**config.mk**
```make
export PLATFORM = sky130hd
export DESIGN_NAME = sdso_div
export DESIGN_NICKNAME = d
export VERILOG_FILES = /design/src/hw/rtl/sdso_pkg.sv /design/src/hw/rtl/sdso_div.sv
export SDC_FILE = /design/constraint.sdc
export NUM_CORES = 1
export LEC_CHECK = 0
export BUFFER_PORTS_ARGS = -buffer_cell sky130_fd_sc_hd__buf_2
export CAP_MARGIN = 30
export CORE_MARGIN = 4
export CORE_UTILIZATION = 59
export DETAILED_ROUTE_END_ITERATION = 8
export PLACE_DENSITY_LB_ADDON = 0.2
export SLEW_MARGIN = 20
export SYNTH_ARGS = -nofsm -noshare
export SYNTH_HDL_FRONTEND = slang
export SYNTH_SLANG_ARGS = --single-unit
```
**constraint.sdc**
```tcl
create_clock -name i_clk -period 3.9 [get_ports i_clk]
set_input_delay 0 -clock i_clk [delete_from_list [all_inputs] [get_ports i_clk]]
set_output_delay 0 -clock i_clk [all_outputs]
set_load 0.02 [all_outputs]
```
**src/hw/rtl/sdso_pkg.sv**
```systemverilog
`default_nettype none
// ----------------------------------------------------------------------------
// sdso_pkg
// Shared types and constants of the drifting sine oscillator.
// ----------------------------------------------------------------------------
package sdso_pkg;

    localparam logic signed [33:0] C0 = 34'sd3373182489;
    localparam logic signed [33:0] C1 = -34'sd2174083454;
    localparam logic signed [33:0] C2 = 34'sd555652804;
    localparam logic signed [33:0] C3 = -34'sd68387691;
    localparam logic signed [33:0] SHP_LIN = 34'sd1079110533;
    localparam logic signed [33:0] SHP_CUB = 34'sd53687091;
    localparam logic signed [33:0] DC_COEF = 34'sd536871;
    localparam logic [31:0] LCG_MUL = 32'd196314165;
    localparam logic [31:0] LCG_ADD = 32'd907633515;
    localparam logic signed [15:0] SYNC_THRESH = 16'sd16384;
    localparam logic [31:0] DEF_BASE_STEP = 32'd0;
    localparam logic [31:0] DEF_SEED = 32'd0;

    localparam logic [2:0] REG_SOFT = 3'd0;
    localparam logic [2:0] REG_DC = 3'd1;
    localparam logic [2:0] REG_CLK = 3'd2;
    localparam logic [2:0] REG_BASE = 3'd3;
    localparam logic [2:0] REG_SEED = 3'd4;

    typedef enum logic [4:0] {
        ST_IDLE, ST_WARM, ST_DIV, ST_LCG, ST_NOISE, ST_STEP, ST_T2,
        ST_H1, ST_H2, ST_H3, ST_TM, ST_Y, ST_YY, ST_SC, ST_SH,
        ST_DCM, ST_FIN, ST_OUT
    } t_state;

endpackage
`default_nettype wire

```
**src/hw/rtl/sdso_div.sv**
```systemverilog
`default_nettype none
// ----------------------------------------------------------------------------
// sdso_div
// Serial restoring divider: 2^32 / divisor, one quotient bit per cycle.
// ----------------------------------------------------------------------------
module sdso_div import sdso_pkg::*; (
    input  wire logic        i_clk,
    input  wire logic        i_rst_n,
    input  wire logic        i_start,
    input  wire logic [31:0] i_den,
    output logic             o_done,
    output logic [32:0]      o_quo
);
    logic [32:0] r_rem, n_rem;
    logic [32:0] r_quo, n_quo;
    logic [31:0] r_den, n_den;
    logic [5:0]  r_cnt, n_cnt;
    logic        r_busy, n_busy;
    logic [33:0] w_sh;

    assign o_done = r_busy && (r_cnt == 6'd0);
    assign o_quo  = r_quo;

    always_comb begin
        n_rem = r_rem; n_quo = r_quo; n_cnt = r_cnt; n_busy = r_busy; n_den = r_den;
        w_sh = {r_rem, (r_cnt == 6'd33)};  // dividend 2^32: msb first
        if (i_start) begin
            n_rem = '0; n_quo = '0; n_cnt = 6'd33; n_busy = 1'b1; n_den = i_den;
        end else if (r_busy && r_cnt != 6'd0) begin
            if (w_sh >= {2'b0, r_den}) begin
                n_rem = 33'(w_sh - {2'b0, r_den});
                n_quo = {r_quo[31:0], 1'b1};
            end else begin
                n_rem = w_sh[32:0];
                n_quo = {r_quo[31:0], 1'b0};
            end
            n_cnt = r_cnt - 6'd1;
        end else if (r_busy) begin
            n_busy = 1'b0;
        end
    end

    always_ff @(posedge i_clk) begin
        if (!i_rst_n) begin
            r_busy <= 1'b0; r_cnt <= '0;
        end else begin
            r_busy <= n_busy; r_cnt <= n_cnt;
        end
        r_rem <= n_rem; r_quo <= n_quo; r_den <= n_den;
    end
endmodule
`default_nettype wire

```
==> metrics.csv <==
metric,value,unit
Syn Nets,734,
Port-buffer cells,68,
Hold Crit Class,primary input to register,
Synth area leaders,"dfxtp_1 (25%), edfxtp_1 (17%), ha_1 (7.6%), nand2_1 (6.0%), a21oi_1 (5.6%)",
Synth Register Bits,105,
final hold vios,0,
DRC Markers,0,
Post-synth EDFFs,32,
Yosys top cell by area,dfxtp_1,
pin count of the biggest net entering global routing,81,
top_reg_cell synth,dfxtp_1,
clock slew at reported path FFs,0.10,ns
Setup-failing EPs final,0,
Avg Synthesized Cell Area,8.74,µm²
Compound-Gate Fraction of Synth Area,21.0,%
DIE WIDTH,107,µm
Congestion Overflow GR,0,
RSZ-0062 raised after global routing,no,
ant diodes,0,
mux cell area share after synthesis,1.58,%
CTS Root Cell,clkbuf_8,
initial core utilization,61.6,%
cts bufs inserted,9,
critical path arrival,3.90,ns
CP required,4.14,ns
Routed WL,12.2,mm
"Cell Area, Synth",5800,µm²
number of max-slew violations in the final report,0,
worst-margin pin slew,0.878,ns
Slew HR,41.3,%
initial antenna violation count,0,
critical path endpoint category,register,
CTS sink cnt,105,
WS Path Type,register to register,
Vias/cell,5.60,
worst skew pair latency,0.38,ns
first-pass GRT wire length,20.4,mm
DRT Pass-1 Iters,5,
Worst VDD drop,0.325,mV
clk_skew,0.0154,ns
Total GRT Usage,21.6,%
synth warn,0,
most frequent cell after synthesis,nand2_1,
Synth cell types,61,
P_leak,2.96,nW
Die Y-Extent,107,µm
Routed Antenna Nets,0,
Final HPWL DP,8.43,mm
post-placement setup slack,0.223,ns
largest family of logic cells by synthesized area,compound AO/OA/AOI/OAI gates,
Final nets,820,
Yosys top cell area share,25.2,%
num rows,35,
R2R depth,16,
PwrDens,393,nW/µm²
Post-Syn Instances,663,
worst-path maximum fanout,13,
I/O Pins,69,
Critical Path Source Type,register,
routability cong.,0.905,
Commonest cells post-synth,"nand2_1 (92), dfxtp_1 (73), a21oi_1 (65), nor2_1 (61), inv_1 (40)",
DR WL/cell,13.9,µm
Die Area,11500,µm²
vias,4949,
layout cell share with drive strength beyond 1,13.9,%
minimum clock period,3.65,ns
share of synthesized flip-flops with an asynchronous set or reset,0,%
maximum clock rate,0.274,GHz
TNS Setup,0,ns
Core ar.,9420,µm²
vias in the first global route,4578,
# Max-Cap Violations,0,
xor/xnor cell area share of the yosys netlist,4.83,%
hold path depth,2,
final worst slack,0.247,ns
filler cell count,702,
"Seq/Total Area, Yosys",41.8,%
status,"finished, final reports clean",
CTS H-Tree Depth,3,
CTS tree,built,
area of the multi-input gates,3090,µm²
Reg area,2420,µm²
clk buf depth,2,
simple-gate portion of the synthesized area,17.7,%
Post-Synth Adder-Cell Area,7.90,%
fin crit share,93.7,%
DR iter-0 viols,281,
Area Growth Syn to Fin,16.6,%
[flip-flops by register name, summed over array words and instances, names as in the netlist]
signal,count
r_busy,1
r_cnt,6
r_den,32
r_rem,33
o_quo,33
[cell type report]
cell class,count,share of cell area [%]
multi-input combinational,485,45.7
sequential,105,35.8
timing repair buffer,108,11.1
tap,129,2.39
inverter,40,2.22
clock buffer,11,2.09
clock inverter,5,0.648
[power by group]
part	leakage, nW	switching, mW	internal (mW)	total (mW)
sequential	0.907	0.0431	1.19	1.24
clock	0.0968	0.386	0.261	0.646
combinational	1.95	0.447	0.328	0.775
total	2.96	0.876	1.78	2.66
[routing by layer]
metal / track usage (%) / vias to the layer above / wire length [µm] / part of all wire [%]
met5: 0 / - / 0 / 0
met4: 6.39 / 0 / 172 / 1.4
met3: 5.12 / 17 / 652 / 5.3
met2: 35.5 / 133 / 5860 / 48
met1: 28.2 / 2293 / 5560 / 45
li1: - / 2506 / - / -
[worst max-delay path, cell delays in order, from the launching register on]
cell      delay, ns
dfxtp_1        0.37
inv_1          0.09
ha_1           0.19
nand3_1        0.10
ha_1           0.17
inv_1          0.06
fa_1           0.41
a21oi_1        0.24
o21ai_0        0.16
a211o_4        0.41
a211oi_4       0.31
nor3_1         0.13
a21oi_4        0.23
buf_4          0.24
nor2_1         0.08
a211oi_1       0.26
nor3_1         0.07
[cell usage in the layout, fill, tap and decap left out, types with 23 or more instances in the layout]
cell and n:
nand2_1 91, dfxtp_1 73, buf_2 67, inv_1 40, nor3_1 23, a21oi_1 65, a211oi_1 27, edfxtp_1 32
dlygate4sd3_1 33, ha_1 35, nor2_1 61
[repair_timing]
action	CTS	global route
setup buffers	0	0
setup endpoints to repair	0	4
resized for setup	0	1
hold endpoints to repair	39	0
hold buffers	33	0
[cells by family (layout without fill, tap and decap cells)]
kind of cell    Yosys count  in the layout
simple gates            226            226
mux                       9              9
flops                   105            105
fa+ha+maj                36             36
compound gates          182            182
xor+xnor                 32             32
buf+inv                  73            164
[through the flow]
step	utilization (%)	hold slack, ns	total power [mW]	cell area [µm²]	cells
global route	71.8	0.215	2.82	6760	883
floorplan	-	0.0989	1.84	5800	663
CTS	71.5	0.196	2.67	6730	882
finish	71.8	0.208	2.66	6760	883
detailed placement	66.0	0.178	1.99	6220	833
global placement	66.0	0.176	1.97	6220	833
[final timing paths]
| kind | start | to | slack (ns) |
|---|---|---|---|
| setup / recovery | r_cnt[1] | r_rem[3] | 0.25 |
| hold / removal | i_start | o_quo[0] | 0.21 |
| setup reg to reg | r_cnt[1] | r_rem[3] | 0.25 |
| hold reg to reg | o_quo[32] | o_quo[32] | 0.47 |
(Power assumes the default switching activity.)
